File: src/design/scpc_pkg.sv
// ----------------------------------------------------------------------------
// scpc_pkg: shared types and constants of the servo pulse command controller
// Command and status payloads, command and drive-state codes, register
// indexes and reset values, and the request types of the serial units.
// ----------------------------------------------------------------------------
package scpc_pkg;

  // Command codes
  localparam logic [2:0] OP_ON          = 3'd0;
  localparam logic [2:0] OP_OFF         = 3'd1;
  localparam logic [2:0] OP_EXECUTE     = 3'd2;
  localparam logic [2:0] OP_STOP        = 3'd3;
  localparam logic [2:0] OP_RESET_ALARM = 3'd4;
  localparam logic [2:0] OP_ESTOP       = 3'd5;
  localparam logic [2:0] OP_POLL        = 3'd6;
  localparam logic [2:0] OP_SET_DIR     = 3'd7;

  // Drive states
  localparam logic [2:0] RS_IDLE    = 3'd0;
  localparam logic [2:0] RS_READY   = 3'd1;
  localparam logic [2:0] RS_RUNNING = 3'd2;
  localparam logic [2:0] RS_INPOS   = 3'd3;
  localparam logic [2:0] RS_ALARM   = 3'd4;
  localparam logic [2:0] RS_ESTOP   = 3'd5;

  // Configuration register indexes
  localparam int CFG_IDX_W = 3;
  localparam int CFG_DATA_W = 29;
  localparam logic [CFG_IDX_W-1:0] CFG_PPR   = 3'd0;
  localparam logic [CFG_IDX_W-1:0] CFG_RATED = 3'd1;
  localparam logic [CFG_IDX_W-1:0] CFG_DFLT  = 3'd2;
  localparam logic [CFG_IDX_W-1:0] CFG_FMAX  = 3'd3;
  localparam logic [CFG_IDX_W-1:0] CFG_TCLK  = 3'd4;

  // Register widths and reset values
  localparam int PPR_W   = 25;
  localparam int RATED_W = 16;
  localparam int DFLT_W  = 22;
  localparam int FREQ_W  = 24;
  localparam int TCLK_W  = 29;
  localparam logic [PPR_W-1:0]   PPR_RESET   = 25'd8388608;
  localparam logic [RATED_W-1:0] RATED_RESET = 16'd3000;
  localparam logic [DFLT_W-1:0]  DFLT_RESET  = 22'd100000;
  localparam logic [FREQ_W-1:0]  FMAX_RESET  = 24'd4000000;
  localparam logic [TCLK_W-1:0]  TCLK_RESET  = 29'd168000000;
  localparam logic [15:0]        PERIOD_RESET  = 16'd1679;
  localparam logic [15:0]        COMPARE_RESET = 16'd840;

  // Serial multiplier: A times B, B taken one bit a cycle
  localparam int MUL_A_W   = 32;
  localparam int MUL_B_W   = 16;
  localparam int PROD_W    = 42;
  localparam int MUL_CNT_W = $clog2(MUL_B_W + 1);

  // Serial divider: one quotient bit a cycle, dividend aligned to the MSB
  localparam int DVD_W     = 42;
  localparam int DSR_W     = 25;
  localparam int DIV_CNT_W = $clog2(DVD_W + 1);

  localparam logic [DSR_W-1:0]     SEC_PER_MIN = 25'd60;
  localparam logic [MUL_B_W-1:0]   MS_PER_SEC  = 16'd1000;
  localparam logic [DIV_CNT_W-1:0] RPM_DIV_STEPS  = 6'd41;
  localparam logic [DIV_CNT_W-1:0] TCLK_DIV_STEPS = 6'd29;
  localparam logic [DIV_CNT_W-1:0] MS_DIV_STEPS   = 6'd42;

  typedef struct packed {
    logic [2:0]  opcode;
    logic        direction;
    logic [15:0] speed_rpm;
    logic [31:0] target_pulses;
    logic        ready_pin;
    logic        in_position_pin;
    logic        alarm_pin;
  } cmd_t;

  typedef struct packed {
    logic [2:0]  drive_state;
    logic        enable_out;
    logic        direction_out;
    logic        pulse_active;
    logic [15:0] timer_prescale;
    logic [15:0] timer_period;
    logic [15:0] timer_compare;
    logic [31:0] run_time_ms;
  } rsp_t;

  typedef struct packed {
    logic               start;
    logic [MUL_A_W-1:0] a;
    logic [MUL_B_W-1:0] b;
  } mul_req_t;

  typedef struct packed {
    logic                 start;
    logic [DVD_W-1:0]     dividend;
    logic [DSR_W-1:0]     divisor;
    logic [DIV_CNT_W-1:0] count;
  } div_req_t;

endpackage

File: src/design/scpc_mul.sv
// ----------------------------------------------------------------------------
// scpc_mul: bit-serial shift-add multiplier
// Takes one multiplier bit per cycle, LSB first; pulses done with the product.
// ----------------------------------------------------------------------------
module scpc_mul (
  input  logic                         clk,
  input  logic                         rst,
  input  scpc_pkg::mul_req_t           req,
  output logic                         done,
  output logic [scpc_pkg::PROD_W-1:0]  prod
);

  logic                             busy;
  logic [scpc_pkg::MUL_CNT_W-1:0]   cnt;
  logic [scpc_pkg::PROD_W-1:0]      a_sh;
  logic [scpc_pkg::MUL_B_W-1:0]     b_sh;

  always_ff @(posedge clk) begin
    if (rst) begin
      busy <= 1'b0;
      done <= 1'b0;
      cnt  <= '0;
    end else begin
      done <= 1'b0;
      if (req.start) begin
        busy <= 1'b1;
        cnt  <= scpc_pkg::MUL_CNT_W'(scpc_pkg::MUL_B_W);
      end else if (busy) begin
        cnt <= cnt - scpc_pkg::MUL_CNT_W'(1);
        if (cnt == scpc_pkg::MUL_CNT_W'(1)) begin
          busy <= 1'b0;
          done <= 1'b1;
        end
      end
    end
  end

  // Add the shifted multiplicand where the multiplier bit is set
  always_ff @(posedge clk) begin
    if (req.start) begin
      prod <= '0;
      a_sh <= scpc_pkg::PROD_W'(req.a);
      b_sh <= req.b;
    end else if (busy) begin
      if (b_sh[0]) begin
        prod <= prod + a_sh;
      end
      a_sh <= a_sh << 1;
      b_sh <= b_sh >> 1;
    end
  end

endmodule

File: src/design/scpc_div.sv
// ----------------------------------------------------------------------------
// scpc_div: restoring bit-serial divider
// Produces one quotient bit per cycle, count bits in all; pulses done at the end.
// ----------------------------------------------------------------------------
module scpc_div (
  input  logic                        clk,
  input  logic                        rst,
  input  scpc_pkg::div_req_t          req,
  output logic                        done,
  output logic [scpc_pkg::DVD_W-1:0]  quo
);

  logic                             busy;
  logic [scpc_pkg::DIV_CNT_W-1:0]   cnt;
  logic [scpc_pkg::DVD_W-1:0]       dvd;
  logic [scpc_pkg::DSR_W-1:0]       dsr;
  logic [scpc_pkg::DSR_W-1:0]       rem;
  logic [scpc_pkg::DSR_W:0]         trial;
  logic [scpc_pkg::DSR_W:0]         diff;
  logic                             ge;

  assign trial = {rem, dvd[scpc_pkg::DVD_W-1]};
  assign ge    = trial >= {1'b0, dsr};
  assign diff  = trial - {1'b0, dsr};

  always_ff @(posedge clk) begin
    if (rst) begin
      busy <= 1'b0;
      done <= 1'b0;
      cnt  <= '0;
    end else begin
      done <= 1'b0;
      if (req.start) begin
        busy <= 1'b1;
        cnt  <= req.count;
      end else if (busy) begin
        cnt <= cnt - scpc_pkg::DIV_CNT_W'(1);
        if (cnt == scpc_pkg::DIV_CNT_W'(1)) begin
          busy <= 1'b0;
          done <= 1'b1;
        end
      end
    end
  end

  // Shift in the next dividend bit, subtract when the divisor fits
  always_ff @(posedge clk) begin
    if (req.start) begin
      dvd <= req.dividend;
      dsr <= req.divisor;
      rem <= '0;
      quo <= '0;
    end else if (busy) begin
      dvd <= dvd << 1;
      rem <= ge ? diff[scpc_pkg::DSR_W-1:0] : trial[scpc_pkg::DSR_W-1:0];
      quo <= {quo[scpc_pkg::DVD_W-2:0], ge};
    end
  end

endmodule

File: src/design/servo_pulse_command_controller_core.sv
// ----------------------------------------------------------------------------
// servo_pulse_command_controller_core: pulse/direction servo command controller
// Applies one drive command at a time and answers with one status transfer.
// ----------------------------------------------------------------------------
// Usage:
//   in_*  : command channel (valid/ready). One command per transfer; in_ready
//           is high only while no command is being worked on.
//   out_* : status channel (valid/ready). Exactly one status transfer per
//           command, held in an output register until the receiver takes it.
//   cfg_* : register writes (index, data), always ready; write only while the
//           block has no command outstanding.
//   Sequencing: a command other than a started execute goes from decode
//   straight to the emit step. An execute runs a sequence on one bit-serial
//   multiplier and one bit-serial divider (one bit per cycle each): rpm to
//   frequency, timer setup, run time, then the emit step.
//   Throughput: one command at a time; the next command is taken in the cycle
//   after the status is loaded into the output register.
//   Reset: drive state idle, outputs off, timer period 1679 / compare 840,
//   registers at their reset values. A stalled receiver holds the status and
//   the next command finishes its work, then waits to load its status.
// ----------------------------------------------------------------------------
module servo_pulse_command_controller_core (
  input  logic                              clk,
  input  logic                              rst,
  input  logic                              in_valid,
  output logic                              in_ready,
  input  scpc_pkg::cmd_t                    in_data,
  output logic                              out_valid,
  input  logic                              out_ready,
  output scpc_pkg::rsp_t                    out_data,
  input  logic                              cfg_valid,
  output logic                              cfg_ready,
  input  logic [scpc_pkg::CFG_IDX_W-1:0]    cfg_index,
  input  logic [scpc_pkg::CFG_DATA_W-1:0]   cfg_data
);

  // Sequencer states
  localparam logic [3:0] S_IDLE   = 4'd0;
  localparam logic [3:0] S_DECODE = 4'd1;
  localparam logic [3:0] S_FMUL   = 4'd2;
  localparam logic [3:0] S_FDIV   = 4'd3;
  localparam logic [3:0] S_FCHK   = 4'd4;
  localparam logic [3:0] S_QDIV   = 4'd5;
  localparam logic [3:0] S_PMUL   = 4'd6;
  localparam logic [3:0] S_PDIV   = 4'd7;
  localparam logic [3:0] S_TGT    = 4'd8;
  localparam logic [3:0] S_TMUL   = 4'd9;
  localparam logic [3:0] S_TDIV   = 4'd10;
  localparam logic [3:0] S_EMIT   = 4'd11;

  // Configuration registers
  logic [scpc_pkg::PPR_W-1:0]   ppr;
  logic [scpc_pkg::RATED_W-1:0] rated;
  logic [scpc_pkg::DFLT_W-1:0]  dflt;
  logic [scpc_pkg::FREQ_W-1:0]  fmax;
  logic [scpc_pkg::TCLK_W-1:0]  tclk;

  // Drive state
  logic [2:0]  run_state, run_state_next;
  logic        en_lvl, en_lvl_next;
  logic        dir_lvl, dir_lvl_next;
  logic        pulse_run, pulse_run_next;
  logic [15:0] pre_r, pre_r_next;
  logic [15:0] per_r, per_r_next;
  logic [15:0] cmp_r, cmp_r_next;
  logic [2:0]  poll_state;

  // Sequencer and working registers
  logic [3:0]                   st, st_next;
  scpc_pkg::cmd_t               cmd;
  logic                         exec_go, exec_go_next;
  logic                         run_ok, run_ok_next;
  logic [scpc_pkg::FREQ_W-1:0]  freq, freq_next;
  logic [15:0]                  pre_w, pre_w_next;
  logic [15:0]                  per_w, per_w_next;
  logic [15:0]                  cmp_w, cmp_w_next;
  logic [31:0]                  ms_w, ms_w_next;
  logic [scpc_pkg::TCLK_W-1:0]  q;
  logic                         emit;

  // Serial units
  scpc_pkg::mul_req_t           mreq;
  scpc_pkg::div_req_t           dreq;
  logic                         mul_done;
  logic [scpc_pkg::PROD_W-1:0]  mul_prod;
  logic                         div_done;
  logic [scpc_pkg::DVD_W-1:0]   div_quo;

  scpc_mul u_mul (
    .clk  (clk),
    .rst  (rst),
    .req  (mreq),
    .done (mul_done),
    .prod (mul_prod)
  );

  scpc_div u_div (
    .clk  (clk),
    .rst  (rst),
    .req  (dreq),
    .done (div_done),
    .quo  (div_quo)
  );

  assign in_ready  = (st == S_IDLE);
  assign cfg_ready = 1'b1;
  assign emit      = (st == S_EMIT) && (!out_valid || out_ready);
  assign q         = div_quo[scpc_pkg::TCLK_W-1:0];

  // Register writes; unknown indexes are dropped
  always_ff @(posedge clk) begin
    if (rst) begin
      ppr   <= scpc_pkg::PPR_RESET;
      rated <= scpc_pkg::RATED_RESET;
      dflt  <= scpc_pkg::DFLT_RESET;
      fmax  <= scpc_pkg::FMAX_RESET;
      tclk  <= scpc_pkg::TCLK_RESET;
    end else if (cfg_valid && cfg_ready) begin
      case (cfg_index)
        scpc_pkg::CFG_PPR:   ppr   <= cfg_data[scpc_pkg::PPR_W-1:0];
        scpc_pkg::CFG_RATED: rated <= cfg_data[scpc_pkg::RATED_W-1:0];
        scpc_pkg::CFG_DFLT:  dflt  <= cfg_data[scpc_pkg::DFLT_W-1:0];
        scpc_pkg::CFG_FMAX:  fmax  <= cfg_data[scpc_pkg::FREQ_W-1:0];
        scpc_pkg::CFG_TCLK:  tclk  <= cfg_data[scpc_pkg::TCLK_W-1:0];
        default: ;
      endcase
    end
  end

  // Command sequence: decode, then for an execute rpm -> frequency, timer setup, run time
  always_comb begin
    st_next      = st;
    exec_go_next = exec_go;
    run_ok_next  = run_ok;
    freq_next    = freq;
    pre_w_next   = pre_w;
    per_w_next   = per_w;
    cmp_w_next   = cmp_w;
    ms_w_next    = ms_w;
    mreq         = '0;
    dreq         = '0;
    case (st)
      S_IDLE: begin
        if (in_valid) begin
          st_next = S_DECODE;
        end
      end
      S_DECODE: begin
        exec_go_next = 1'b0;
        run_ok_next  = 1'b0;
        ms_w_next    = '0;
        if (cmd.opcode == scpc_pkg::OP_EXECUTE && run_state != scpc_pkg::RS_IDLE &&
            run_state != scpc_pkg::RS_ALARM) begin
          exec_go_next = 1'b1;
          if (cmd.speed_rpm != '0 && cmd.speed_rpm <= rated) begin
            mreq.start = 1'b1;
            mreq.a     = scpc_pkg::MUL_A_W'(ppr);
            mreq.b     = cmd.speed_rpm;
            st_next    = S_FMUL;
          end else begin
            freq_next = scpc_pkg::FREQ_W'(dflt);
            st_next   = S_FCHK;
          end
        end else begin
          st_next = S_EMIT;
        end
      end
      S_FMUL: begin
        // speed * ppr fits 41 bits; divide by 60
        if (mul_done) begin
          dreq.start    = 1'b1;
          dreq.dividend = {mul_prod[scpc_pkg::PROD_W-2:0], 1'b0};
          dreq.divisor  = scpc_pkg::SEC_PER_MIN;
          dreq.count    = scpc_pkg::RPM_DIV_STEPS;
          st_next       = S_FDIV;
        end
      end
      S_FDIV: begin
        if (div_done) begin
          freq_next = (div_quo > scpc_pkg::DVD_W'(fmax)) ? fmax
                                                         : div_quo[scpc_pkg::FREQ_W-1:0];
          st_next   = S_FCHK;
        end
      end
      S_FCHK: begin
        if (freq != '0 && freq <= fmax) begin
          run_ok_next   = 1'b1;
          dreq.start    = 1'b1;
          dreq.dividend = {tclk, (scpc_pkg::DVD_W - scpc_pkg::TCLK_W)'(0)};
          dreq.divisor  = scpc_pkg::DSR_W'(freq);
          dreq.count    = scpc_pkg::TCLK_DIV_STEPS;
          st_next       = S_QDIV;
        end else begin
          st_next = S_TGT;
        end
      end
      S_QDIV: begin
        if (div_done) begin
          if (q == '0) begin
            // Timer clock below the pulse frequency
            pre_w_next = '0;
            per_w_next = '0;
            cmp_w_next = '0;
            st_next    = S_TGT;
          end else if (q > scpc_pkg::TCLK_W'(65536)) begin
            // Prescaler is q / 65536; redo the period with (pre + 1) * freq
            pre_w_next = 16'(q[scpc_pkg::TCLK_W-1:16]);
            mreq.start = 1'b1;
            mreq.a     = scpc_pkg::MUL_A_W'(freq);
            mreq.b     = 16'(q[scpc_pkg::TCLK_W-1:16]) + 16'd1;
            st_next    = S_PMUL;
          end else begin
            pre_w_next = '0;
            per_w_next = 16'(q - scpc_pkg::TCLK_W'(1));
            cmp_w_next = q[16:1];
            st_next    = S_TGT;
          end
        end
      end
      S_PMUL: begin
        // (pre + 1) * freq stays below 2^25 since pre * freq <= tclk / 65536
        if (mul_done) begin
          dreq.start    = 1'b1;
          dreq.dividend = {tclk, (scpc_pkg::DVD_W - scpc_pkg::TCLK_W)'(0)};
          dreq.divisor  = mul_prod[scpc_pkg::DSR_W-1:0];
          dreq.count    = scpc_pkg::TCLK_DIV_STEPS;
          st_next       = S_PDIV;
        end
      end
      S_PDIV: begin
        if (div_done) begin
          if (q == '0) begin
            per_w_next = '0;
          end else if (q > scpc_pkg::TCLK_W'(65536)) begin
            per_w_next = 16'hFFFF;
          end else begin
            per_w_next = 16'(q - scpc_pkg::TCLK_W'(1));
          end
          cmp_w_next = (q > scpc_pkg::TCLK_W'(131071)) ? 16'hFFFF : q[16:1];
          st_next    = S_TGT;
        end
      end
      S_TGT: begin
        if (cmd.target_pulses != '0) begin
          if (freq == '0) begin
            ms_w_next = '1;
            st_next   = S_EMIT;
          end else begin
            mreq.start = 1'b1;
            mreq.a     = cmd.target_pulses;
            mreq.b     = scpc_pkg::MS_PER_SEC;
            st_next    = S_TMUL;
          end
        end else begin
          st_next = S_EMIT;
        end
      end
      S_TMUL: begin
        if (mul_done) begin
          dreq.start    = 1'b1;
          dreq.dividend = mul_prod;
          dreq.divisor  = scpc_pkg::DSR_W'(freq);
          dreq.count    = scpc_pkg::MS_DIV_STEPS;
          st_next       = S_TDIV;
        end
      end
      S_TDIV: begin
        if (div_done) begin
          ms_w_next = (div_quo[scpc_pkg::DVD_W-1:32] != '0) ? '1 : div_quo[31:0];
          st_next   = S_EMIT;
        end
      end
      S_EMIT: begin
        // Hold until the output register is free
        if (!out_valid || out_ready) begin
          st_next = S_IDLE;
        end
      end
      default: st_next = S_IDLE;
    endcase
  end

  // Drive state after the command
  always_comb begin
    run_state_next = run_state;
    en_lvl_next    = en_lvl;
    dir_lvl_next   = dir_lvl;
    pulse_run_next = pulse_run;
    pre_r_next     = pre_r;
    per_r_next     = per_r;
    cmp_r_next     = cmp_r;
    poll_state     = run_state;
    case (cmd.opcode)
      scpc_pkg::OP_ON: begin
        en_lvl_next = 1'b1;
        if (cmd.ready_pin) begin
          run_state_next = scpc_pkg::RS_READY;
        end
      end
      scpc_pkg::OP_OFF: begin
        pulse_run_next = 1'b0;
        en_lvl_next    = 1'b0;
        run_state_next = scpc_pkg::RS_IDLE;
      end
      scpc_pkg::OP_EXECUTE: begin
        if (exec_go) begin
          dir_lvl_next = cmd.direction;
          if (run_ok) begin
            pulse_run_next = 1'b1;
            run_state_next = scpc_pkg::RS_RUNNING;
            pre_r_next     = pre_w;
            per_r_next     = per_w;
            cmp_r_next     = cmp_w;
          end
          // Targeted move completes at once
          if (cmd.target_pulses != '0) begin
            pulse_run_next = 1'b0;
            run_state_next = scpc_pkg::RS_INPOS;
          end
        end
      end
      scpc_pkg::OP_STOP: begin
        pulse_run_next = 1'b0;
        if (run_state == scpc_pkg::RS_RUNNING) begin
          run_state_next = scpc_pkg::RS_READY;
        end
      end
      scpc_pkg::OP_RESET_ALARM: run_state_next = scpc_pkg::RS_READY;
      scpc_pkg::OP_ESTOP: begin
        pulse_run_next = 1'b0;
        en_lvl_next    = 1'b0;
        run_state_next = scpc_pkg::RS_ESTOP;
      end
      scpc_pkg::OP_POLL: begin
        if (cmd.alarm_pin) begin
          run_state_next = scpc_pkg::RS_ALARM;
        end else begin
          if (cmd.in_position_pin && run_state != scpc_pkg::RS_RUNNING) begin
            poll_state = scpc_pkg::RS_INPOS;
          end
          run_state_next = (cmd.ready_pin && poll_state == scpc_pkg::RS_IDLE) ?
                           scpc_pkg::RS_READY : poll_state;
        end
      end
      scpc_pkg::OP_SET_DIR: dir_lvl_next = cmd.direction;
      default: ;
    endcase
  end

  // Control registers
  always_ff @(posedge clk) begin
    if (rst) begin
      st        <= S_IDLE;
      exec_go   <= 1'b0;
      run_ok    <= 1'b0;
      out_valid <= 1'b0;
      run_state <= scpc_pkg::RS_IDLE;
      en_lvl    <= 1'b0;
      dir_lvl   <= 1'b0;
      pulse_run <= 1'b0;
      pre_r     <= '0;
      per_r     <= scpc_pkg::PERIOD_RESET;
      cmp_r     <= scpc_pkg::COMPARE_RESET;
    end else begin
      st      <= st_next;
      exec_go <= exec_go_next;
      run_ok  <= run_ok_next;
      if (emit) begin
        out_valid <= 1'b1;
        run_state <= run_state_next;
        en_lvl    <= en_lvl_next;
        dir_lvl   <= dir_lvl_next;
        pulse_run <= pulse_run_next;
        pre_r     <= pre_r_next;
        per_r     <= per_r_next;
        cmp_r     <= cmp_r_next;
      end else if (out_ready) begin
        out_valid <= 1'b0;
      end
    end
  end

  // Payload registers
  always_ff @(posedge clk) begin
    if (in_valid && in_ready) begin
      cmd <= in_data;
    end
    freq  <= freq_next;
    pre_w <= pre_w_next;
    per_w <= per_w_next;
    cmp_w <= cmp_w_next;
    ms_w  <= ms_w_next;
    if (emit) begin
      out_data.drive_state    <= run_state_next;
      out_data.enable_out     <= en_lvl_next;
      out_data.direction_out  <= dir_lvl_next;
      out_data.pulse_active   <= pulse_run_next;
      out_data.timer_prescale <= pre_r_next;
      out_data.timer_period   <= per_r_next;
      out_data.timer_compare  <= cmp_r_next;
      out_data.run_time_ms    <= ms_w;
    end
  end

  // Assertions
  a_accept_decodes: assert property (@(posedge clk) disable iff (rst)
    in_valid && in_ready |=> st == S_DECODE)
    else $error("command transfer did not start decode");

  a_emit_loads: assert property (@(posedge clk) disable iff (rst)
    emit |=> out_valid && st == S_IDLE)
    else $error("status not loaded on emit");

  a_div_done_expected: assert property (@(posedge clk) disable iff (rst)
    div_done |-> (st == S_FDIV || st == S_QDIV || st == S_PDIV || st == S_TDIV))
    else $error("divider finished outside a divide step");

  a_mul_done_expected: assert property (@(posedge clk) disable iff (rst)
    mul_done |-> (st == S_FMUL || st == S_PMUL || st == S_TMUL))
    else $error("multiplier finished outside a multiply step");

  a_compare_half: assert property (@(posedge clk) disable iff (rst)
    out_valid |-> out_data.timer_compare <= 16'd32768)
    else $error("timer compare above half range");

endmodule
File: config.mk
export PLATFORM = sky130hd
export DESIGN_NAME = servo_pulse_command_controller_core
export DESIGN_NICKNAME = d
export VERILOG_FILES = /design/src/design/scpc_pkg.sv /design/src/design/scpc_mul.sv /design/src/design/scpc_div.sv /design/src/design/servo_pulse_command_controller_core.sv
export SDC_FILE = /design/constraint.sdc
export NUM_CORES = 1
export LEC_CHECK = 0
export BUFFER_PORTS_ARGS = -buffer_cell sky130_fd_sc_hd__buf_2
export CAP_MARGIN = 20
export CORE_MARGIN = 2
export CORE_UTILIZATION = 45
export CTS_BUF_LIST = sky130_fd_sc_hd__clkbuf_8
export CTS_CLUSTER_DIAMETER = 150
export CTS_CLUSTER_SIZE = 20
export DETAILED_ROUTE_END_ITERATION = 10
export GPL_TIMING_DRIVEN = 0
export PLACE_DENSITY = 0.6
export SYNTH_ARGS = -nofsm -noshare
export SYNTH_HDL_FRONTEND = slang
export SYNTH_SLANG_ARGS = --single-unit
File: constraint.sdc
create_clock -name clk -period 8.8 [get_ports clk]
set_input_delay 1.76 -clock clk [delete_from_list [all_inputs] [get_ports clk]]
set_output_delay 1.76 -clock clk [all_outputs]
set_load 0.005 [all_outputs]
After elaboration in Yosys (flattened, before gate mapping)
Cells that the tools add are included.
{ "op_classes": {"magnitude_cmp": 6, "bitwise": 3, "n_addsub": 6, "mux": 104, "n_eq_ne": 42, "reduce_logical": 46} }
{ "op_table": {"columns": ["cell", "count"], "rows": [
  ["16-bit two-way mux", 22],
  ["49-bit two-way mux", 7],
  ["74-bit two-way mux", 4],
  ["74-bit one-hot mux with 4 select lines", 1],
  ["32-bit two-way mux", 6],
  ["49-bit one-hot mux with 3 select lines", 1],
  ["24-bit two-way mux", 4],
  ["32-bit one-hot mux with 3 select lines", 1],
  ["42-bit two-way mux", 2],
  ["16-bit one-hot mux with 2 select lines", 2],
  ["29-bit by 17-bit greater-than comparator with 1-bit output, second input constant", 2],
  ["4-bit two-way mux", 14],
  ["24-bit one-hot mux with 2 select lines", 1],
  ["4-bit one-hot mux with 12 select lines", 1],
  ["42-bit adder", 1],
  ["42-bit by 24-bit greater-than comparator with 1-bit output", 1],
  ["3-bit two-way mux", 11],
  ["32-bit nonzero test", 1],
  ["29-bit zero test", 1],
  ["26-bit by 25-bit greater-or-equal comparator with 1-bit output", 1],
  ["25-bit two-way mux", 1],
  ["25-bit subtractor", 1],
  ["24-bit less-or-equal comparator", 1],
  ["24-bit zero test", 1],
  ["40 further kinds", 119]
]} }
{ "totals": {"reg_bits": 671, "elab_cells": 259, "in_bits": 92, "out_inout_bits": 89} }

Depth between registers and ports, before layout
Gate-level depths: netlist (run 1).
{ "logic_depth": {"word_depth": 10, "depth_mapped": 15, "mapped_depth_nobuf": 13} }

Modules after synthesis
A second synthesis (run 1) with hierarchy kept.
{ "hier_totals": {"cells_unflattened": 3243, "area_unflattened_um2": 33139.3} }
{ "by_module_without_submodules": {"columns": ["mod", "area_each_um2", "instances", "cells_each", "seq_area_each_um2"], "rows": [
  ["servo_pulse_command_controller_core", 19735.2, 1, 1942, 10810.4],
  ["scpc_div", 7055.5, 1, 650, 3513.4],
  ["scpc_mul", 6348.6, 1, 651, 2622.5]
]} }

Worst setup path after synthesis (run 1)
OpenSTA, ideal clock, no wires.
{ "synth_path": {"path_kind": "input-to-reg", "startpoint": "input port out_ready", "endpoint": "register cmp_r[10]", "setup_slack_ns": 1.466, "path_stages": 6, "t_required_ns": 8.668, "setup_ns": 0.132, "n_path_buf": 1, "t_arrival_ns": 7.202, "path_cell_list": "nor2b_1 nor2_1 nand2_1 clkbuf_1 nand2_1 a21oi_1"} }
{ "synth_via": {"elab_chain_cells": 2} }
{ "synth_rtl": {"columns": ["item", "line", "source"], "rows": [
  ["start, declared", "servo_pulse_command_controller_core.sv:29", "input logic out_ready,"],
  ["1-bit logical OR", "servo_pulse_command_controller_core.sv:107", "assign emit = (st == S_EMIT) && (!out_valid || out_ready);"],
  ["1-bit logical AND", "servo_pulse_command_controller_core.sv:107", null],
  ["named net emit", "servo_pulse_command_controller_core.sv:79", "logic emit;"],
  ["end signal, assigned", "servo_pulse_command_controller_core.sv:363", "cmp_r <= scpc_pkg::COMPARE_RESET;"],
  ["end signal, assigned", "servo_pulse_command_controller_core.sv:376", "cmp_r <= cmp_r_next;"],
  ["end, declared", "servo_pulse_command_controller_core.sv:65", "logic [15:0] cmp_r, cmp_r_next;"]
]} }
The timed path passes the listed nets, and every way through them passes these cells.
A chain may end at the register's enable or synchronous reset.

Worst setup path in the final report (run 1)
{ "layout_path": {"startpoint": "register cmd[53] (netlist bit)", "endpoint": "register u_mul.a_sh[24] (netlist bit) (enable)"} }
{ "layout_via": {"elab_chain_cells": 6} }
{ "layout_rtl": {"columns": ["item", "line", "source"], "rows": [
  ["start, declared", "servo_pulse_command_controller_core.sv:70", "scpc_pkg::cmd_t cmd;"],
  ["start signal, assigned", "servo_pulse_command_controller_core.sv:386", "cmd <= in_data;"],
  ["3-bit by 2-bit == test with 1-bit output", "servo_pulse_command_controller_core.sv:152", "if (cmd.opcode == scpc_pkg::OP_EXECUTE && run_state != scpc_pkg::RS_IDLE &&"],
  ["1-bit logical AND (2 in series)", "servo_pulse_command_controller_core.sv:152", null],
  ["49-bit two-way mux", "servo_pulse_command_controller_core.sv:152", null],
  ["49-bit one-hot mux with 3 select lines", "servo_pulse_command_controller_core.sv:142", "case (st)"],
  ["2-bit nonzero test (no line)", null, null],
  ["end signal, assigned", "scpc_mul.sv:42", "a_sh <= scpc_pkg::PROD_W'(req.a);"],
  ["end signal, assigned", "scpc_mul.sv:48", "a_sh <= a_sh << 1;"],
  ["end, declared", "scpc_mul.sv:15", "logic [scpc_pkg::PROD_W-1:0] a_sh;"]
]} }
No other way between the ends.

==> reports/qor.yml, run 1 <==
detail-route-antenna-nets: 0
cts_inserted_buffers: 39
type_of_element_launching_the_critical_path: "register"
holdBufCountCts: 0
irDropWorstVdd_v: 0.000160
layout-drive-gt1-share: 0.115
cts_root_buf: "sky130_fd_sc_hd__clkbuf_8"
ys_types: 83
fillers: 6848
end_kind: "register"
outcome: "complete, no violations"
r2r_slack_ns: 4.37
slew_viol_final: 0
start_util: 0.455
combinationalPowerShare: 0.365
syn2layout_area_growth_pct: 9.26
drc: 0
floorplan.rows: 98
clk_latency_ns: 0.71
yosysTopAreaCell: "sky130_fd_sc_hd__edfxtp_1"
final-seq-area_sq_mm: 0.0169
clock-sinks: 668
fraction_of_registers_with_async_set_reset: 0
core_region_area_sq_mm: 0.0716
yosys_register_bits: 668
worstReg2RegStart: "cmd[53]"
half_perimeter_wire_length_after_placement_mm: 75.2
postSynth.topFlopCell: "sky130_fd_sc_hd__edfxtp_1"
part_of_the_yosys_area_used_for_sequential_elements: 0.520
io_buffer_count: 178
via_count: 25700
dpl_cell_area_sq_mm: 0.0349
startpoint: "cmd[53]"
share_seq_of_total_power: 0.474
postLayoutCellArea_sq_mm: 0.0356
clock_skew_ns: 0.0637
drt_pre_antenna_iters: 6
drt_iter0_drc: 2493
top_level_ports: 181
cts.repair_timing.setup_buffer_count: 0
dieHeight_um: 273
hold_violations: 0
drt_wl_total_mm: 99.9
dieArea_sq_mm: 0.0746
power.switching_mw: 3.53
mapped_cells: 3313
worst-r2r-cell-count: 10
clock_tree_from_tritoncts: "built"
synth_enable_flop_cells: 357
min_period_ns: 4.43
synth.net_count: 3546
worst_slew_pin_slew_ns: 1.02
place_congestion: 0.927
grt_pass1_wl_mm: 149
grt.total_usage: 0.263
worstPathArrival_ns: 4.81
netlist.area_leader.share: 0.329
commonest_non_fill_non_tap_cells_in_the_layout: "600 x sky130_fd_sc_hd__nand2_1, 357 x sky130_fd_sc_hd__edfxtp_1, 311 x sky130_fd_sc_hd__dfxtp_1"
synth_area_leaders: "sky130_fd_sc_hd__edfxtp_1 33%, sky130_fd_sc_hd__dfxtp_1 19%, sky130_fd_sc_hd__nand2_1 6.9%"
power_frac_clock: 0.161
final_ws_setup_ns: 4.37
cts.repair.resized: 0
nets_finish: 3775
dp_slack_ns: 4.44
route.detailed.vias_per_inst: 5.68
timing.critical_path.fanout_max: 32
worst_hold_path.num_cells: 0
wl_per_cell_um: 22.1
number_of_warnings_printed_during_yosys_synthesis: 0
synthesis.area_per_instance_sq_um: 9.84
maxCapViolations: 0
dieWidth_um: 273
fmax_ghz: 0.226
swShare: 0.383
timing_worst_setup_path_type: "reg2reg"
layout_commonest_cell: "sky130_fd_sc_hd__nand2_1"
worst_hold_path_type: "reg2reg"
synth.cell_area_sq_mm: 0.0326
grt_remaining_overflow: 0
critPathRequiredTime_ns: 9.18
grt_setup_unrepaired: "false"
static-leakage-power_nw: 13.5
p_int_mw: 5.69
final-setup-viol-count: 0
antenna_found_initial: 6
worst_setup_path_endpoint: "u_mul.a_sh[24]"
cts.clk_slew.worst_paths_ns: 0.12
cts_buffer_depth: 3
ctsHtreeMaxLevel: 2
grt_start_max_net_pins: 56
pwr_density_cell_mw_per_mm2: 259
max-slew-margin-rel: 0.314
worstReg2RegEnd: "u_mul.a_sh[24]"
multiInputGateArea_sq_mm: 0.0144
first_global_vias: 24100
timing.final.crit_share: 0.503
==> per-layer routing <==
metal	up-vias	global-route usage	wire length, um
met5	-	0	17
met4	2	0.0802	2920
met3	149	0.0355	6770
met2	896	0.414	44800
met1	12300	0.376	45300
li1	12300	-	-
==> power groups by stage <==
stage	Clock, mW	Combinational, mW	Sequential (mW)
after CTS	1.52	3.33	4.36
after global placement	0	3.25	4.46
final	1.48	3.36	4.37
after global routing	1.61	3.75	4.41
after detailed placement	0	3.31	4.43
after floorplan	0	2.51	4.21
==> registers in the layout (all words and copies together) (netlist names), 16 cells and up <==
name and cells:
fmax 24, dflt 22, u_mul.b_sh 16, u_div.quo 42, u_div.rem 25, u_mul.a_sh 42, cmd 55, u_div.dvd 42
u_mul.prod 42, per_w 16, u_div.dsr 25, ppr 25, cmp_r 16, out_data 86, cmp_w 16, ms_w 32
per_r 16, tclk 29, pre_r 16, rated 16, freq 24
==> layout make-up <==
class	instances	area share
tap	950	0.0334
timing repair buffer	188	0.0302
multi-input combinational	2314	0.403
inverter	109	0.0115
antenna	2	0.000140
clock inverter	31	0.00439
buffer	222	0.0264
clock buffer	40	0.0155
sequential	668	0.476
==> how the worst min path moves through the flow <==
stage,slack (ns),end,startpoint
final,0.41,out_data[19],ms_w[19]
after global routing,0.42,out_data[19],ms_w[19]
after CTS,0.42,out_data[19],ms_w[19]
after detailed placement,0.40,out_data[16],ms_w[16]
after global placement,0.40,out_data[4],ms_w[4]
after floorplan,0.40,out_data[0],ms_w[0]
==> cells in the mapped netlist, types with 23 or more instances <==
cell type and instances:
sky130_fd_sc_hd__xor2_1 28, sky130_fd_sc_hd__clkbuf_1 177, sky130_fd_sc_hd__edfxtp_1 357, sky130_fd_sc_hd__mux2i_1 82, sky130_fd_sc_hd__nor2b_1 24, sky130_fd_sc_hd__nand2_1 600
sky130_fd_sc_hd__buf_2 26, sky130_fd_sc_hd__nand4_1 33, sky130_fd_sc_hd__a21o_1 55, sky130_fd_sc_hd__a22oi_1 37, sky130_fd_sc_hd__nor4_1 29, sky130_fd_sc_hd__o21ai_0 141
sky130_fd_sc_hd__inv_1 108, sky130_fd_sc_hd__mux2_2 46, sky130_fd_sc_hd__a211oi_1 28, sky130_fd_sc_hd__o221a_2 23, sky130_fd_sc_hd__nand3b_1 44, sky130_fd_sc_hd__dfxtp_1 311
sky130_fd_sc_hd__a21oi_1 244, sky130_fd_sc_hd__a22o_1 29, sky130_fd_sc_hd__a31oi_1 43, sky130_fd_sc_hd__nand2b_1 33, sky130_fd_sc_hd__nand3_1 39, sky130_fd_sc_hd__xnor2_1 52
sky130_fd_sc_hd__a221o_1 42, sky130_fd_sc_hd__nor3_1 34, sky130_fd_sc_hd__ha_1 139, sky130_fd_sc_hd__o22ai_1 25, sky130_fd_sc_hd__nor2_1 252
==> metrics by stage <==
stage | hold slack, ns | setup TNS [ns] | std cells | utilization | power [mW]
3_3_place_gp | 0.402 | -66.80 | 4441 | 0.484 | 7.71
5_1_grt | 0.422 | 0 | 4523 | 0.498 | 9.77
4_1_cts | 0.418 | 0 | 4522 | 0.497 | 9.21
3_5_place_dp | 0.405 | 0 | 4451 | 0.488 | 7.75
6_report | 0.414 | 0 | 4524 | 0.498 | 9.22
2_1_floorplan | 0.400 | 0 | 3313 | - | 6.72
==> cell families after synthesis <==
kind of cell               share of synthesized area
muxes                                         0.0411
adders and majority gates                     0.0546
buffers and inverters                         0.0414
and+or+nand+nor                                0.167
DFF                                            0.520
other                                       0.000115
xor gates and xnor gates                      0.0215
AOI/OAI and AO/OA                              0.155
==> worst max-delay path, stage by stage, from the launching register on <==
cell and delay, ns:
sky130_fd_sc_hd__edfxtp_1 0.34, sky130_fd_sc_hd__clkbuf_1 0.33, sky130_fd_sc_hd__nand2_1 0.21, sky130_fd_sc_hd__nor2_1 0.25, sky130_fd_sc_hd__o21ai_0 0.21, sky130_fd_sc_hd__nor2_1 0.27, sky130_fd_sc_hd__inv_1 0.14, sky130_fd_sc_hd__nor4_2 0.91
sky130_fd_sc_hd__clkbuf_1 0.60, sky130_fd_sc_hd__or3_2 0.57, sky130_fd_sc_hd__buf_12 0.29
Note: power is estimated with default switching activity, not from simulation.
==> run 2: changes to the inputs <==
--- a/config.mk
+++ b/config.mk
@@ -14,7 +14,7 @@
 export CTS_CLUSTER_SIZE = 20
 export DETAILED_ROUTE_END_ITERATION = 10
 export GPL_TIMING_DRIVEN = 0
-export PLACE_DENSITY = 0.6
+export PLACE_DENSITY = 0.62
 export SYNTH_ARGS = -nofsm -noshare
 export SYNTH_HDL_FRONTEND = slang
 export SYNTH_SLANG_ARGS = --single-unit
==> constraint.sdc (replaced) <==
create_clock -name clk -period 3.6 [get_ports clk]
set_input_delay 0.72 -clock clk [delete_from_list [all_inputs] [get_ports clk]]
set_output_delay 0.72 -clock clk [all_outputs]
set_load 0.005 [all_outputs]
==> reports/qor.yml, run 2 (synthesis results as in run 1) <==
outcome: "complete, no violations"
floorplan.rows: 98
first_global_vias: 24300
timing_worst_setup_path_type: "reg2reg"
worst_path_dominant_cell_family: "compound AO/OA/AOI/OAI gates"
start_util: 0.455
worst_hold_path_type: "in2reg"
grt_setup_unrepaired: "true"
cts_root_buf: "sky130_fd_sc_hd__clkbuf_8"
critPathRequiredTime_ns: 4.21
nets_finish: 3787
fillers: 6784
static-leakage-power_nw: 13.7
clk_latency_ns: 0.71
postLayoutCellArea_sq_mm: 0.0359
largest_reg_flops: 86
total_power_mw: 22.5
dpl_cell_area_sq_mm: 0.0349
layout-drive-gt1-share: 0.127
reg_top3: "out_data: 86 flops, cmd: 55 flops"
cts.clk_slew.worst_paths_ns: 0.14
top_level_ports: 181
layout_commonest_cell: "sky130_fd_sc_hd__nand2_1"
fmax_ghz: 0.284
io_buffer_count: 178
pwr_density_cell_mw_per_mm2: 628
top_usage_layer: "met2"
globalRouteMet2Util: 0.408
cts_buffer_depth: 3
worst_slew_pin_slew_ns: 1.13
max_stage_delay_ns: 0.54
place_congestion: 0.949
crit_slowest_cell: "sky130_fd_sc_hd__o31ai_2"
final_core_utilization: 0.501
groute.layer.met1.usage: 0.373
route.detailed.vias_per_inst: 5.74
clock_tree_from_tritoncts: "built"
hold_violations: 0
worstPathArrival_ns: 4.13
timing.critical_path.fanout_max: 4
largest_register: "out_data"
global_route.usage.met3: 0.0404
worst_path_cell_chain: "ha_1 > inv_1 > fa_1 > nor2b_1 > o211ai_1 > a21oi_1 > o31ai_2 > a21boi_1 > o211ai_1 > a211oi_1 > or4_1 > nand3_1 > a21oi_2"
syn2layout_area_growth_pct: 9.95
maxCapViolations: 0
dieHeight_um: 273
timing.final.crit_share: 0.976
detail-route-antenna-nets: 0
core_region_area_sq_mm: 0.0716
critPathBufInv: 1
drt_iter0_drc: 2757
commonest_non_fill_non_tap_cells_in_the_layout: "599 x sky130_fd_sc_hd__nand2_1, 357 x sky130_fd_sc_hd__edfxtp_1, 305 x sky130_fd_sc_hd__dfxtp_1"
wl_per_cell_um: 22.0
holdBufCountCts: 0
irDropWorstVdd_v: 0.000398
grt.total_usage: 0.262
grt_remaining_overflow: 0
grt_start_max_net_pins: 56
final-setup-viol-count: 0
antenna_found_initial: 3
via_count: 26000
end_kind: "register"
half_perimeter_wire_length_after_placement_mm: 74.5
dieWidth_um: 273
type_of_element_launching_the_critical_path: "register"
timing.critical_path.mode_cell: "sky130_fd_sc_hd__o211ai_1"
grt_pass1_wl_mm: 149
slew_viol_final: 0
clock-sinks: 668
ctsHtreeMaxLevel: 2
cts_inserted_buffers: 39
dieArea_sq_mm: 0.0746
dp_cells: 4450
max-slew-margin-rel: 0.241
min_period_ns: 3.51
drt_wl_total_mm: 99.6
drt_pre_antenna_iters: 6
drc: 0
clock_skew_ns: 0.0678
post_layout_nonfiller_instances: 4537
run 2: worst paths after layout:
check | from | end | slack, ns | cells after the start
setup / recovery | u_mul.a_sh[0] | u_mul.prod[26] | 0.09 | 13
hold / removal | in_data[21] | cmd[21] | 0.17 | 1
setup reg to reg | u_mul.a_sh[0] | u_mul.prod[26] | 0.09 | 13
hold reg to reg | ms_w[23] | out_data[23] | 0.43 | 0
run 2: worst register-to-register path, delay by kind of cell (launching register included):
kind            cells  cell delay, ns
simple gates        3            0.69
fa+ha+maj           2            0.39
compound gates      7            1.83
flops               1            0.44
buf+inv             1            0.07
run 2: through the flow:
| stage | TNS [ns] | hold slack, ns | worst slack [ns] |
|---|---|---|---|
| floorplan | 0 | 0.400 | 0.140 |
| global placement | -322.10 | 0.403 | -1.28 |
| detailed placement | -89.77 | 0.405 | -0.649 |
| CTS | 0 | 0.137 | 0.0245 |
| global route | -0.162 | 0.155 | -0.0839 |
| finish | 0 | 0.173 | 0.0850 |
run 2: metal layers:
metal  up-vias  share of wire
li1      12300              -
met1     12500           0.44
met2      1010           0.45
met3       163          0.078
met4         0          0.033
met5         -              0
run 2: timing repair:
item | in CTS | in global routing
gates cloned | 0 | 2
endpoints found under the setup margin | 300 | 303
resized for setup | 24 | 43
endpoints found under the hold margin | 0 | 0
pin swaps | 4 | 4
buffers inserted | 8 | 4
run 2: area by class of cell:
class | instances | area (sq um) | area share
buffer | 221 | 992 | 0.0277
sequential | 668 | 17000 | 0.473
clock buffer | 40 | 551 | 0.0154
timing repair buffer | 199 | 1140 | 0.0318
antenna | 2 | 5.00 | 0.000140
inverter | 109 | 409 | 0.0114
tap | 950 | 1190 | 0.0332
multi-input combinational | 2316 | 14500 | 0.404
clock inverter | 32 | 141 | 0.00394
run 2: power breakdown:
group / total [mW] / internal, mW / switching (mW)
combinational: 8.35 / 3.27 / 5.08
sequential: 10.6 / 9.58 / 1.06
clock: 3.53 / 1.07 / 2.46
total: 22.5 / 13.9 / 8.60
==> run 3: changes to the inputs <==
--- a/config.mk
+++ b/config.mk
@@ -15,6 +15,7 @@
 export DETAILED_ROUTE_END_ITERATION = 10
 export GPL_TIMING_DRIVEN = 0
 export PLACE_DENSITY = 0.62
+export RECOVER_POWER = 25
 export SYNTH_ARGS = -nofsm -noshare
 export SYNTH_HDL_FRONTEND = slang
 export SYNTH_SLANG_ARGS = --single-unit
==> reports/qor.yml, run 3 (synthesis results as in run 1) <==
top_usage_layer: "met2"
drt_iter0_drc: 2747
fmax_ghz: 0.283
route.detailed.vias_per_inst: 5.74
largest_reg_flops: 86
timing.final.crit_share: 0.981
drt_wl_total_mm: 99.7
dp_cells: 4450
commonest_non_fill_non_tap_cells_in_the_layout: "599 x sky130_fd_sc_hd__nand2_1, 357 x sky130_fd_sc_hd__edfxtp_1, 305 x sky130_fd_sc_hd__dfxtp_1"
clock_tree_from_tritoncts: "built"
outcome: "complete, no violations"
globalRouteMet2Util: 0.408
ctsHtreeMaxLevel: 2
io_buffer_count: 178
largest_register: "out_data"
pwr_density_cell_mw_per_mm2: 629
grt_pass1_wl_mm: 149
p_int_mw: 13.9
timing_worst_setup_path_type: "reg2reg"
hold_worst_slack_ns: 0.173
worst_hold_path_type: "in2reg"
static-leakage-power_nw: 13.6
nets_finish: 3787
grt_remaining_overflow: 0
clk_latency_ns: 0.71
top_level_ports: 181
swShare: 0.382
grt_start_max_net_pins: 56
timing.critical_path.fanout_max: 4
layout-drive-gt1-share: 0.120
clock-sinks: 668
share_seq_of_total_power: 0.472
core_region_area_sq_mm: 0.0716
min_period_ns: 3.53
cts_root_buf: "sky130_fd_sc_hd__clkbuf_8"
maxCapViolations: 0
final-setup-viol-count: 0
antenna_found_initial: 3
global_route.usage.met3: 0.0404
layout_commonest_cell: "sky130_fd_sc_hd__nand2_1"
hold_violations: 0
wl_per_cell_um: 22.0
holdBufCountCts: 0
grt.total_usage: 0.262
power_frac_clock: 0.157
clock_skew_ns: 0.0654
drc: 0
reg_top3: "out_data: 86 flops, cmd: 55 flops"
worst_slew_pin_slew_ns: 1.16
half_perimeter_wire_length_after_placement_mm: 74.5
irDropWorstVdd_v: 0.000400
max-slew-margin-rel: 0.222
combinationalPowerShare: 0.371
type_of_element_launching_the_critical_path: "register"
dieWidth_um: 273
dieHeight_um: 273
post_layout_nonfiller_instances: 4537
dieArea_sq_mm: 0.0746
detail-route-antenna-nets: 0
postLayoutCellArea_sq_mm: 0.0358
dpl_cell_area_sq_mm: 0.0349
cts_inserted_buffers: 39
critPathRequiredTime_ns: 4.21
slew_viol_final: 0
start_util: 0.455
power.switching_mw: 8.62
via_count: 26100
end_kind: "register"
grt_setup_unrepaired: "true"
floorplan.rows: 98
cts_buffer_depth: 3
first_global_vias: 24300
groute.layer.met1.usage: 0.373
cts.clk_slew.worst_paths_ns: 0.13
worstPathArrival_ns: 4.15
syn2layout_area_growth_pct: 9.85
place_congestion: 0.949
drt_pre_antenna_iters: 6
==> run 3: worst max-delay path: stages (launching register included) <==
cell,delay (ns)
sky130_fd_sc_hd__edfxtp_1,0.44
sky130_fd_sc_hd__ha_1,0.23
sky130_fd_sc_hd__inv_1,0.07
sky130_fd_sc_hd__fa_1,0.17
sky130_fd_sc_hd__nor2b_1,0.07
sky130_fd_sc_hd__o211ai_1,0.26
sky130_fd_sc_hd__a21oi_1,0.18
sky130_fd_sc_hd__o31ai_2,0.54
sky130_fd_sc_hd__a21boi_1,0.21
sky130_fd_sc_hd__o211ai_1,0.38
sky130_fd_sc_hd__a211oi_1,0.18
sky130_fd_sc_hd__or4_1,0.49
sky130_fd_sc_hd__nand3_1,0.12
sky130_fd_sc_hd__a21oi_2,0.07
==> run 3: power by group through the flow <==
stage | sequential (mW) | combinational [mW] | clock (mW)
3_5_place_dp | 10.8 | 8.07 | 0
4_1_cts | 10.6 | 8.18 | 3.62
2_1_floorplan | 10.3 | 6.15 | 0
3_3_place_gp | 10.8 | 7.93 | 0
6_report | 10.6 | 8.36 | 3.54
5_1_grt | 10.7 | 9.30 | 3.89
==> run 3: final cells by class <==
type	instances	area, sq um
Antenna cell	2	5.00
Tap cell	950	1190
Inverter	109	409
Clock inverter	32	141
Multi-Input combinational cell	2316	14500
Fill cell	6796	35800
Sequential cell	668	17000
Timing Repair Buffer	199	1110
Buffer	221	992
Clock buffer	40	551
==> run 3: metrics by stage <==
step	total power, mW	setup TNS [ns]	worst slack [ns]	utilization
2_1_floorplan	16.4	0	0.140	-
3_3_place_gp	18.8	-322.10	-1.28	0.485
3_5_place_dp	18.9	-89.77	-0.649	0.487
4_1_cts	22.4	0	0.0245	0.499
5_1_grt	23.9	-0.162	-0.0839	0.500
6_report	22.5	0	0.0675	0.500
==> run 3: worst paths after layout <==
path,from,endpoint,slack [ns],depth (start not counted)
max,u_mul.a_sh[0],u_mul.prod[26],0.07,13
min,in_data[21],cmd[21],0.17,1
max reg2reg,u_mul.a_sh[0],u_mul.prod[26],0.07,13
min reg2reg,ms_w[23],out_data[23],0.43,0
==> run 3: routing by layer <==
metal  share of wire  wire [um]
met5               0          0
met4           0.034       3360
met3           0.083       8320
met2            0.44      44300
met1            0.44      43700
==> run 3: what timing repair did <==
item	CTS	global route
pin swaps	4	4
buffers inserted	8	4
hold endpoints to repair	0	0
setup endpoints to repair	300	303
gates cloned	0	2
gates resized for setup	24	43
